<file path="src/bppc_pkg.sv">
// Shared types, codes and constant tables for the board photo pixel compositor.
package bppc_pkg;

	localparam int unsigned WEIGHT_FRAC_BITS_DEF = 16;
	localparam int unsigned CFG_DATA_W = 24;
	localparam int unsigned CFG_INDEX_W = 3;

	localparam logic [1:0] CODE_NONE = 2'd0;
	localparam logic [1:0] CODE_PLAIN = 2'd1;
	localparam logic [1:0] CODE_TOP = 2'd2;
	localparam logic [1:0] CODE_BOTTOM = 2'd3;

	localparam logic [1:0] FIN_GOLD = 2'd0;
	localparam logic [1:0] FIN_TIN = 2'd1;
	localparam logic [1:0] FIN_SILVER = 2'd2;
	localparam logic [1:0] FIN_COPPER = 2'd3;

	localparam logic [CFG_INDEX_W-1:0] REG_PLATING_FINISH = 3'd0;
	localparam logic [CFG_INDEX_W-1:0] REG_MASK_TINT = 3'd1;
	localparam logic [CFG_INDEX_W-1:0] REG_SILK_TINT = 3'd2;
	localparam logic [CFG_INDEX_W-1:0] REG_SILK_HIGHLIGHT = 3'd3;
	localparam logic [CFG_INDEX_W-1:0] REG_SILK_LOWLIGHT = 3'd4;
	localparam logic [CFG_INDEX_W-1:0] REG_ALPHA_ENABLE = 3'd5;

	localparam logic [CFG_DATA_W-1:0] SILK_TINT_RESET = 24'hFFFFFF;
	localparam logic [6:0] ALPHA_TRANSPARENT = 7'd127;

	localparam logic [15:0] DIV255_RECIP = 16'h8081;
	localparam int unsigned DIV255_SHIFT = 23;

	typedef struct packed {
		logic [1:0] cu;
		logic [1:0] mk;
		logic [1:0] sk;
	} layer_codes_t;

	function automatic logic [7:0] finish_base(input int unsigned fin, input int unsigned k);
		logic [7:0] v;
		case (fin)
			FIN_GOLD: v = (k == 0) ? 8'd185 : ((k == 1) ? 8'd146 : 8'd52);
			FIN_TIN: v = (k == 0) ? 8'd140 : ((k == 1) ? 8'd150 : 8'd160);
			FIN_SILVER: v = (k == 0) ? 8'd192 : ((k == 1) ? 8'd192 : 8'd185);
			default: v = (k == 0) ? 8'd184 : ((k == 1) ? 8'd115 : 8'd51);
		endcase
		return v;
	endfunction

	function automatic logic [7:0] masked_copper(input int unsigned k);
		logic [7:0] v;
		v = (k == 0) ? 8'd220 : ((k == 1) ? 8'd145 : 8'd230);
		return v;
	endfunction

endpackage

</file>
<file path="src/bppc_channel.sv">
// Four-stage datapath for one color channel of the pixel compositor.
module bppc_channel #(
	parameter int unsigned WEIGHT_FRAC_BITS = bppc_pkg::WEIGHT_FRAC_BITS_DEF,
	parameter int unsigned CHAN = 0
) (
	input logic clk,
	input bppc_pkg::layer_codes_t codes,
	input logic inner_copper,
	input logic signed [2:0] tin_noise,
	input logic [1:0] plating_finish,
	input logic [7:0] mask_tint,
	input logic [7:0] silk_tint,
	input logic [7:0] silk_highlight,
	input logic [7:0] silk_lowlight,
	output logic [7:0] color
);
	import bppc_pkg::*;

	localparam int unsigned F = WEIGHT_FRAC_BITS;
	localparam longint unsigned ONE = longint'(1) << F;
	localparam longint unsigned W07 = (7 * ONE + 5) / 10;
	localparam longint unsigned W03 = (3 * ONE + 5) / 10;
	localparam longint unsigned W02 = (2 * ONE + 5) / 10;
	localparam longint unsigned SUB_BASE = (CHAN == 2) ? 110 : 100;
	localparam longint unsigned SUB_PLAIN = (SUB_BASE * W03 + 70 * (ONE - W03)) >> F;
	localparam longint unsigned SUB_INNER = (40 * W03 + 70 * (ONE - W03)) >> F;
	localparam logic [F-1:0] W07_F = F'(W07);
	localparam logic [F-1:0] W02_F = F'(W02);
	localparam logic [F+7:0] FULL255 = (F+8)'(255 * ONE);
	localparam logic [F+7:0] LIGHT_ADD = (F+8)'(255 * (ONE - W07));

	logic [7:0] fin_plain [4];
	logic [7:0] fin_top [4];

	for (genvar i = 0; i < 4; i++) begin : g_fin
		localparam longint unsigned BASE = finish_base(i, CHAN);
		localparam longint unsigned TOP = (BASE * W07 + 255 * (ONE - W07)) >> F;
		assign fin_plain[i] = 8'(BASE);
		assign fin_top[i] = 8'(TOP);
	end

	// Stage 1: substrate, masked copper or finish color.
	logic signed [3:0] noise2;
	logic signed [9:0] tin_sum;
	logic [7:0] c_d1;
	logic [7:0] c_s1;
	layer_codes_t codes_s1;

	assign noise2 = {tin_noise, 1'b0};
	assign tin_sum = $signed({2'b00, fin_plain[FIN_TIN]}) + 10'(noise2);

	always_comb begin
		c_d1 = inner_copper ? 8'(SUB_INNER) : 8'(SUB_PLAIN);
		if (codes.cu != CODE_NONE) begin
			if (codes.mk != CODE_NONE) begin
				c_d1 = masked_copper(CHAN);
			end else if (plating_finish == FIN_TIN) begin
				c_d1 = 8'(tin_sum);
			end else if (codes.cu == CODE_TOP) begin
				c_d1 = fin_top[plating_finish];
			end else begin
				c_d1 = fin_plain[plating_finish];
			end
		end
	end

	always_ff @(posedge clk) begin
		c_s1 <= c_d1;
		codes_s1 <= codes;
	end

	// Stage 2: copper shading.
	logic [7:0] sh_op;
	logic [F+7:0] sh_prod;
	logic [F+7:0] sh_top;
	logic [7:0] c_d2;
	logic [7:0] c_s2;
	layer_codes_t codes_s2;

	assign sh_op = (codes_s1.cu == CODE_TOP) ? 8'(8'd255 - c_s1) : c_s1;
	assign sh_prod = (F+8)'(sh_op) * (F+8)'(W07_F);
	assign sh_top = FULL255 - sh_prod;

	always_comb begin
		case (codes_s1.cu)
			CODE_TOP: c_d2 = sh_top[F+7:F];
			CODE_BOTTOM: c_d2 = sh_prod[F+7:F];
			default: c_d2 = c_s1;
		endcase
	end

	always_ff @(posedge clk) begin
		c_s2 <= c_d2;
		codes_s2 <= codes_s1;
	end

	// Stage 3: mask products.
	logic [15:0] pcm;
	logic [F+7:0] mw;
	logic [15:0] pcm_s3;
	logic [7:0] mwq_s3;
	logic [7:0] c_s3;
	layer_codes_t codes_s3;

	assign pcm = 16'(c_s2) * 16'(mask_tint);
	assign mw = (F+8)'(mask_tint) * (F+8)'(W02_F);

	always_ff @(posedge clk) begin
		pcm_s3 <= pcm;
		mwq_s3 <= mw[F+7:F];
		c_s3 <= c_s2;
		codes_s3 <= codes_s2;
	end

	// Stage 4: divide by 255 and add the tint.
	logic [31:0] q_prod;
	logic [8:0] tint_sum;
	logic [7:0] cm_s4;
	logic [7:0] c_s4;
	layer_codes_t codes_s4;

	assign q_prod = 32'(pcm_s3) * 32'(DIV255_RECIP);
	assign tint_sum = 9'(q_prod[DIV255_SHIFT+7:DIV255_SHIFT]) + 9'(mwq_s3);

	always_ff @(posedge clk) begin
		cm_s4 <= tint_sum[8] ? 8'hFF : tint_sum[7:0];
		c_s4 <= c_s3;
		codes_s4 <= codes_s3;
	end

	// Final select: mask shading or silk.
	logic [F+7:0] mix_prod;
	logic [F+7:0] mix_top;
	logic [7:0] mask_c;
	logic [8:0] silk_sum;
	logic [7:0] silk_c;

	assign mix_prod = (F+8)'(cm_s4) * (F+8)'(W07_F);
	assign mix_top = mix_prod + LIGHT_ADD;
	assign silk_sum = 9'(silk_tint) + 9'(silk_highlight);

	always_comb begin
		case (codes_s4.mk)
			CODE_TOP: mask_c = mix_top[F+7:F];
			CODE_BOTTOM: mask_c = mix_prod[F+7:F];
			default: mask_c = cm_s4;
		endcase
		case (codes_s4.sk)
			CODE_TOP: silk_c = silk_sum[8] ? 8'hFF : silk_sum[7:0];
			CODE_BOTTOM: silk_c = (silk_lowlight > silk_tint) ? 8'd0 : 8'(silk_tint - silk_lowlight);
			default: silk_c = silk_tint;
		endcase
		if (codes_s4.sk != CODE_NONE) begin
			color = silk_c;
		end else if (codes_s4.mk != CODE_NONE) begin
			color = mask_c;
		end else begin
			color = c_s4;
		end
	end

endmodule

</file>
<file path="src/board_photo_pixel_compositor_core.sv">
// Top level of the board photo pixel compositor.
// The block turns the layer codes of one board pixel into a photo-style color.
// A request is taken at a rising edge with start high and busy low; busy is
// always low, so a new pixel may be issued in every cycle.
// Each pixel yields exactly one result on red, green, blue, transparent and
// alpha, marked by a one-cycle done strobe. The receiver cannot hold results
// off, and the pipeline never stalls.
// The datapath has five register stages: color select, copper shading, mask
// product, divide by 255 with tint add, and the output register. Throughput
// is one pixel per cycle, since busy is never raised.
// Configuration registers are written through cfg_we, cfg_index and
// cfg_wdata. The user must write them only while no request is in flight;
// the block does not enforce this. Indexes above five are ignored.
// Reset clears the valid bits of the pipeline and sets the registers to their
// defaults (silk tint white, all others zero).
module board_photo_pixel_compositor_core #(
	parameter int unsigned WEIGHT_FRAC_BITS = bppc_pkg::WEIGHT_FRAC_BITS_DEF
) (
	input logic clk,
	input logic arst_n,
	input logic start,
	output logic busy,
	input logic [1:0] top_copper,
	input logic [1:0] mask_code,
	input logic [1:0] silk_code,
	input logic inner_copper,
	input logic drill_hole,
	input logic outside_board,
	input logic signed [2:0] tin_noise,
	output logic done,
	output logic [7:0] red,
	output logic [7:0] green,
	output logic [7:0] blue,
	output logic transparent,
	output logic [6:0] alpha,
	input logic cfg_we,
	input logic [bppc_pkg::CFG_INDEX_W-1:0] cfg_index,
	input logic [bppc_pkg::CFG_DATA_W-1:0] cfg_wdata
);
	import bppc_pkg::*;

	logic [1:0] plating_finish_q;
	logic [23:0] mask_tint_q;
	logic [23:0] silk_tint_q;
	logic [23:0] silk_highlight_q;
	logic [23:0] silk_lowlight_q;
	logic alpha_enable_q;

	always_ff @(posedge clk or negedge arst_n) begin
		if (!arst_n) begin
			plating_finish_q <= FIN_GOLD;
			mask_tint_q <= '0;
			silk_tint_q <= SILK_TINT_RESET;
			silk_highlight_q <= '0;
			silk_lowlight_q <= '0;
			alpha_enable_q <= 1'b0;
		end else if (cfg_we) begin
			case (cfg_index)
				REG_PLATING_FINISH: plating_finish_q <= cfg_wdata[1:0];
				REG_MASK_TINT: mask_tint_q <= cfg_wdata[23:0];
				REG_SILK_TINT: silk_tint_q <= cfg_wdata[23:0];
				REG_SILK_HIGHLIGHT: silk_highlight_q <= cfg_wdata[23:0];
				REG_SILK_LOWLIGHT: silk_lowlight_q <= cfg_wdata[23:0];
				REG_ALPHA_ENABLE: alpha_enable_q <= cfg_wdata[0];
				default: ;
			endcase
		end
	end

	assign busy = 1'b0;

	logic accept;
	layer_codes_t codes;

	assign accept = start && !busy;
	assign codes = '{cu: top_copper, mk: mask_code, sk: silk_code};

	logic valid_s1, valid_s2, valid_s3, valid_s4;
	logic transp_s1, transp_s2, transp_s3, transp_s4;

	always_ff @(posedge clk or negedge arst_n) begin
		if (!arst_n) begin
			valid_s1 <= 1'b0;
			valid_s2 <= 1'b0;
			valid_s3 <= 1'b0;
			valid_s4 <= 1'b0;
			done <= 1'b0;
		end else begin
			valid_s1 <= accept;
			valid_s2 <= valid_s1;
			valid_s3 <= valid_s2;
			valid_s4 <= valid_s3;
			done <= valid_s4;
		end
	end

	always_ff @(posedge clk) begin
		transp_s1 <= drill_hole || outside_board;
		transp_s2 <= transp_s1;
		transp_s3 <= transp_s2;
		transp_s4 <= transp_s3;
	end

	logic [7:0] chan_color [3];

	for (genvar k = 0; k < 3; k++) begin : g_chan
		bppc_channel #(
			.WEIGHT_FRAC_BITS(WEIGHT_FRAC_BITS),
			.CHAN(k)
		) u_channel (
			.clk(clk),
			.codes(codes),
			.inner_copper(inner_copper),
			.tin_noise(tin_noise),
			.plating_finish(plating_finish_q),
			.mask_tint(mask_tint_q[23-8*k -: 8]),
			.silk_tint(silk_tint_q[23-8*k -: 8]),
			.silk_highlight(silk_highlight_q[23-8*k -: 8]),
			.silk_lowlight(silk_lowlight_q[23-8*k -: 8]),
			.color(chan_color[k])
		);
	end

	always_ff @(posedge clk) begin
		red <= transp_s4 ? 8'd0 : chan_color[0];
		green <= transp_s4 ? 8'd0 : chan_color[1];
		blue <= transp_s4 ? 8'd0 : chan_color[2];
		transparent <= transp_s4;
		alpha <= (transp_s4 && alpha_enable_q) ? ALPHA_TRANSPARENT : 7'd0;
	end

endmodule

</file>
<file path="config.mk">
export PLATFORM = sky130hd
export DESIGN_NAME = board_photo_pixel_compositor_core
export DESIGN_NICKNAME = d
export VERILOG_FILES = /design/src/bppc_pkg.sv /design/src/bppc_channel.sv /design/src/board_photo_pixel_compositor_core.sv
export SDC_FILE = /design/constraint.sdc
export NUM_CORES = 2
export LEC_CHECK = 0
export BUFFER_PORTS_ARGS = -buffer_cell sky130_fd_sc_hd__buf_2
export CAP_MARGIN = 20
export CORE_ASPECT_RATIO = 0.7
export CORE_UTILIZATION = 28
export DETAILED_ROUTE_END_ITERATION = 8
export HOLD_SLACK_MARGIN = 0.08
export MAX_ROUTING_LAYER = met4
export PLACE_DENSITY = 0.45
export SYNTH_ARGS = -nofsm -noshare
export SYNTH_HDL_FRONTEND = slang
export SYNTH_SLANG_ARGS = --single-unit
</file>
<file path="constraint.sdc">
create_clock -name clk -period 8.8 [get_ports clk]
set_input_delay 0 -clock clk [delete_from_list [all_inputs] [get_ports clk]]
set_output_delay 0 -clock clk [all_outputs]
set_load 0.02 [all_outputs]
</file>
Yosys cells after proc, flatten, opt, wreduce, memory -nomap -nowiden
Cells that the tools add are included.
Widths: inputs -> output; s select.
- order comparisons: 4
- add/sub/neg operators: 21
- divide/modulo/power cells: 0
- shifts and indexed selects: 0
- bitwise gates (word level): 1
- reductions and logical operators: 13
- multipliers: 15
- equality and inequality tests: 13
- muxes and demuxes: 57
- operator list (operator ; number):
    $mux 8 ; 39
    $mul 8x16->24 const B ; 6
    $pmux 8 s2 ; 9
    $bmux 8 s2 ; 6
    $mul 16x16->31 const B ; 3
    $add 24x23->24 const B ; 3
    $sub 24x24->24 const A ; 3
    $mul 8x14->22 const B ; 3
    $mul 8x8->16 ; 3
    $add 8x6->9 ; 3
    $add 8x8->9 ; 3
    $add 8x4->8 const A ; 3
    $gt 8x8->1 ; 3
    $sub 8x8->8 ; 3
    $sub 8x8->8 const A ; 3
    $mux 7 ; 3
    $eq 2x2->1 const B ; 7
    $reduce_and 2->1 ; 6
    $reduce_bool 2->1 ; 4
    $eq 3x2->1 const B ; 2
    $eq 3x3->1 const B ; 2
    $eq 3x1->1 const B ; 1
    $ge 3x3->1 const B ; 1
    $logic_not 3->1 ; 1
    4 further kinds ; 4
- memory bits (read-only): 0
- bits in registers: 344
- memory bits (writable): 0
- output and inout bits: 34
- memories: 0
- word-level logic and storage cells: 174
- latch bits: 0

Depth between registers and ports, before layout
- depth in word-level cells: 8
- gate-level depth with buffers: 24
- mapped depth without buffers: 23

Modules after synthesis
A second synthesis with hierarchy kept.
- cells, all modules: 4104
- area, all modules: 38983.6 um^2
- by module, submodules not included (module ; seq. area each (um^2) ; instances ; area each (um^2) ; cells an instance):
    bppc_channel at g_chan[0].u_channel ; 1601.5 ; 1 ; 11527.3 ; 1314
    bppc_channel at g_chan[1].u_channel ; 1601.5 ; 1 ; 11324.6 ; 1259
    bppc_channel at g_chan[2].u_channel ; 1601.5 ; 1 ; 11133.2 ; 1245
    board_photo_pixel_compositor_core ; 3233.1 ; 1 ; 4998.5 ; 286

Least setup slack after synthesis
Ideal clock, no wire load.
- kind: register to register
- start point: register, netlist name g_chan[2].u_channel.codes_s1[5]
- end point: register g_chan[0].u_channel.c_s2[7]
- stages on the path, launching flop included: 22
- buffers on the path: 5
- library setup time: 120 ps
- arrival: 6222 ps
- required time: 8680 ps
- setup slack: 2459 ps
- path through: dfxtp_1 buf_2 nor2b_1 buf_2 buf_1 buf_1 xnor2_1 inv_1 fa_1 fa_1 fa_1 ha_1 clkbuf_2 a21oi_1 o21ai_0 a2111o_1 a31o_1 a21oi_1 xnor2_1 nand4_1 o311a_1 a211o_1
- RTL lines (item ; line ; source):
    to (signal assigned) ; bppc_channel.sv:93 ; c_s2 <= c_d2;
    to (decl) ; bppc_channel.sv:77 ; logic [7:0] c_s2;

==> results.py <==
metrics = {
    "floorplan": {
        "num_rows": 112,
        "dieArea_um2": 136200,
        "coreArea_um2": 133400,
        "boundaryPins": 77,
        "die_y_um": 309.0,
        "die_x_um": 440.6,
        "initial_core_util_pct": 28.26,
    },
    "grt": {
        "grt_pass1_vias": 27390,
        "busiest_layer": "met1",
        "use_met3_pct": 1.599,
        "overflow": 0,
        "met1_usage_pct": 24.29,
        "grt_pass1_wl_um": 156700,
        "grt_max_degree": 63,
        "grt_antenna_before_repair": 4,
        "gr-usage-met2_pct": 19.17,
        "grt_usage_pct": 14.88,
    },
    "synth": {
        "yosysTopAreaCellShare_pct": 25.22,
        "avgSynthCellArea_um2": 9.195,
        "ys_types": 102,
        "synth-edff-count": 0,
        "syn_nets": 5155,
        "synth.most_common_cell": "ha_1",
        "syn-instance-count": 4101,
        "ys.flop_type": "dfxtp_1",
        "async_flop_share_pct": 30.77,
        "synth_area_um2": 37710,
        "synth_area_leaders": "ha_1, fa_1, dfxtp_1",
        "seq_area_frac_synth_pct": 19.40,
        "yosys_warnings": 0,
        "ys_ff_latch": 338,
        "synth_common_cells": "ha_1, inv_1, a21oi_1",
        "synth_top_area_cell": "ha_1",
    },
    "placement": {
        "io_buffers": 75,
        "dp_hpwl_um": 79460,
        "dp.cells": 5853,
        "gp_congestion": 0.8342,
    },
    "timing": {
        "tns_ns": 0,
        "worstMarginPinSlew_ns": 1.059,
        "rsz0062_at_grt": "false",
        "final_max_slew_viol_count": 0,
        "fmax_mhz": 147.9,
        "period_minus_slack_ns": 6.762,
        "max_slew_margin_pct": 29.23,
        "fin_crit_sh_pct": 76.85,
        "hold_viol": 0,
        "clock_skew_ns": 0.03646,
        "finalSetupViolCount": 0,
    },
    "outcome": {
        "status": "complete, no violations",
    },
    "layout": {
        "final_cells": 5982,
        "fin_util_pct": 31.47,
        "layout.nets": 5234,
        "area_growth_pct": 11.35,
        "layout-drive-gt1-share_pct": 7.665,
    },
    "worst_setup_path": {
        "required_ns": 9.25,
        "crit_path_end_kind": "register",
        "worst_ep_arrival_time_ns": 7.22,
        "crit_fanout": 45,
        "startpoint_type": "register",
        "critPathKind": "reg -> reg",
    },
    "worst_hold_path": {
        "hp-class": "in -> reg",
    },
    "clocking": {
        "cts_buffers": 43,
        "post_cts_buffers": 0,
        "clk_pin_slew_ns": 0.06,
        "cts_buffer_depth": 3,
        "cts.htree.levels": 2,
        "clk_latency_ns": 0.60,
        "cts-root-buf": "clkbuf_16",
        "cts_num_sinks": 338,
        "cts_tree": "yes",
    },
    "route": {
        "drcViolationCount": 0,
        "dr.pass1.iters": 5,
        "detail-route-antenna-nets": 0,
        "wl_per_cell_um": 16.29,
        "num_vias": 27910,
        "first_iter_violations": 1589,
        "routed_wirelength_um": 97440,
        "viasPerCell": 4.666,
    },
    "flow_run": {
        "maxCapViolations": 0,
    },
}
[state kept, by name (all words and copies together) (netlist names), 18 cells and up]
register	cells
silk_highlight_q	24
g_chan.u_channel.pcm_s3	48
g_chan.u_channel.c_s3	24
g_chan.u_channel.cm_s4	24
silk_tint_q	24
g_chan.u_channel.mwq_s3	18
silk_lowlight_q	24
g_chan.u_channel.c_s4	24
mask_tint_q	24
g_chan.u_channel.c_s2	24
g_chan.u_channel.c_s1	24
[final cells by class]
| class | instances | area, um2 |
|---|---|---|
| timing repair buffer | 137 | 983.4 |
| clock inverter | 25 | 291.5 |
| antenna | 1 | 2.502 |
| fill | 14020 | 91420 |
| multi-input combinational | 3100 | 27890 |
| inverter | 560 | 2102 |
| sequential | 338 | 7320 |
| tap | 1767 | 2211 |
| clock buffer | 54 | 1187 |
[routing by layer]
layer / share of wire [%] / vias to the layer above
met3: 3.7 / 70
met1: 58 / 13230
met2: 37 / 407
li1: - / 14210
met5: 0 / -
met4: 1.1 / 0
[path summary, 6_finish.rpt]
check / from / to / slack, ns / cells after the start
min: mask_code[0] / g_chan[2].u_channel.codes_s1[2] / 0.17 / 2
min in group asynchronous: arst_n / silk_tint_q[17] / 0.54 / 3
max reg2reg: g_chan[2].u_channel.codes_s1[5] / g_chan[0].u_channel.c_s2[7] / 2.04 / 17
min reg2reg: g_chan[2].u_channel.codes_s2[0] / g_chan[2].u_channel.codes_s3[0] / 0.30 / 0
max in group asynchronous: arst_n / silk_lowlight_q[8] / 7.38 / 4
max: g_chan[2].u_channel.codes_s1[5] / g_chan[0].u_channel.c_s2[7] / 2.04 / 17
[critical path, cell delays in order (launching register included)]
cell and delay (ns):
dfxtp_1 0.30, buf_4 0.39, nor2b_4 0.95, xor2_1 0.30, and2_1 0.28, fa_1 0.60
fa_1 0.45, fa_1 0.48, ha_1 0.41, a21oi_1 0.24, o21ai_0 0.17, a2111o_1 0.49
a31o_1 0.24, a21oi_1 0.17, xnor2_1 0.30, nand4_1 0.21, o311a_1 0.37, a211o_1 0.26
[kinds of logic (layout without fill, tap and decap cells)]
group	count (synthesis)	after routing	synth area share, %
fa+ha+maj	1015	1015	38.65
buf+inv	663	776	6.739
flops	338	338	19.40
mux	106	106	3.043
other cells	1	2	0.009945
compound gates	851	851	14.55
xor+xnor	252	252	5.979
simple gates	875	875	11.62
[cell usage in the layout (no fill, tap or decap), types with 9 or more instances in the layout]
cell type	instances
nand2_1	245
nand3_1	44
a21boi_0	22
clkbuf_16	43
xnor2_1	156
dfxtp_1	232
a31oi_1	27
a21o_1	74
a21oi_1	266
a211oi_1	24
inv_1	559
mux2_2	69
nor3_1	54
buf_4	14
o211ai_1	21
o21ai_0	191
dfrtp_1	80
xor2_1	92
dfstp_2	24
or2_2	17
o31ai_1	25
nand4_1	13
fa_1	251
dlygate4sd3_1	48
ha_1	760
o22ai_1	21
nor2b_1	53
nand2b_1	32
nand3b_1	9
mux2i_1	37
o21a_1	29
o21bai_1	29
or3_1	23
nor2_1	196
and3_1	18
buf_2	74
and2_1	125
[per-stage QoR]
stage / cell area [um2] / hold WS, ns / worst slack [ns]
4_1_cts: 41990 / 0.1107 / 2.015
5_1_grt: 41990 / 0.1453 / 1.536
6_report: 41990 / 0.1665 / 2.038
3_3_place_gp: 40000 / 0.06374 / 2.114
3_5_place_dp: 40000 / 0.07026 / 2.061
2_1_floorplan: 37710 / -0.2956 / 2.459
[timing repair]
| item | 4_1_cts | 5_1_grt |
|---|---|---|
| hold buffers | 49 | 0 |
| endpoints found under the hold margin | 173 | 0 |
| resized for setup | 0 | 0 |
| endpoints found under the setup margin | 0 | 0 |
Power is not shown: default switching activity piles up to over one toggle a cycle in this logic, so the estimate is an artifact.
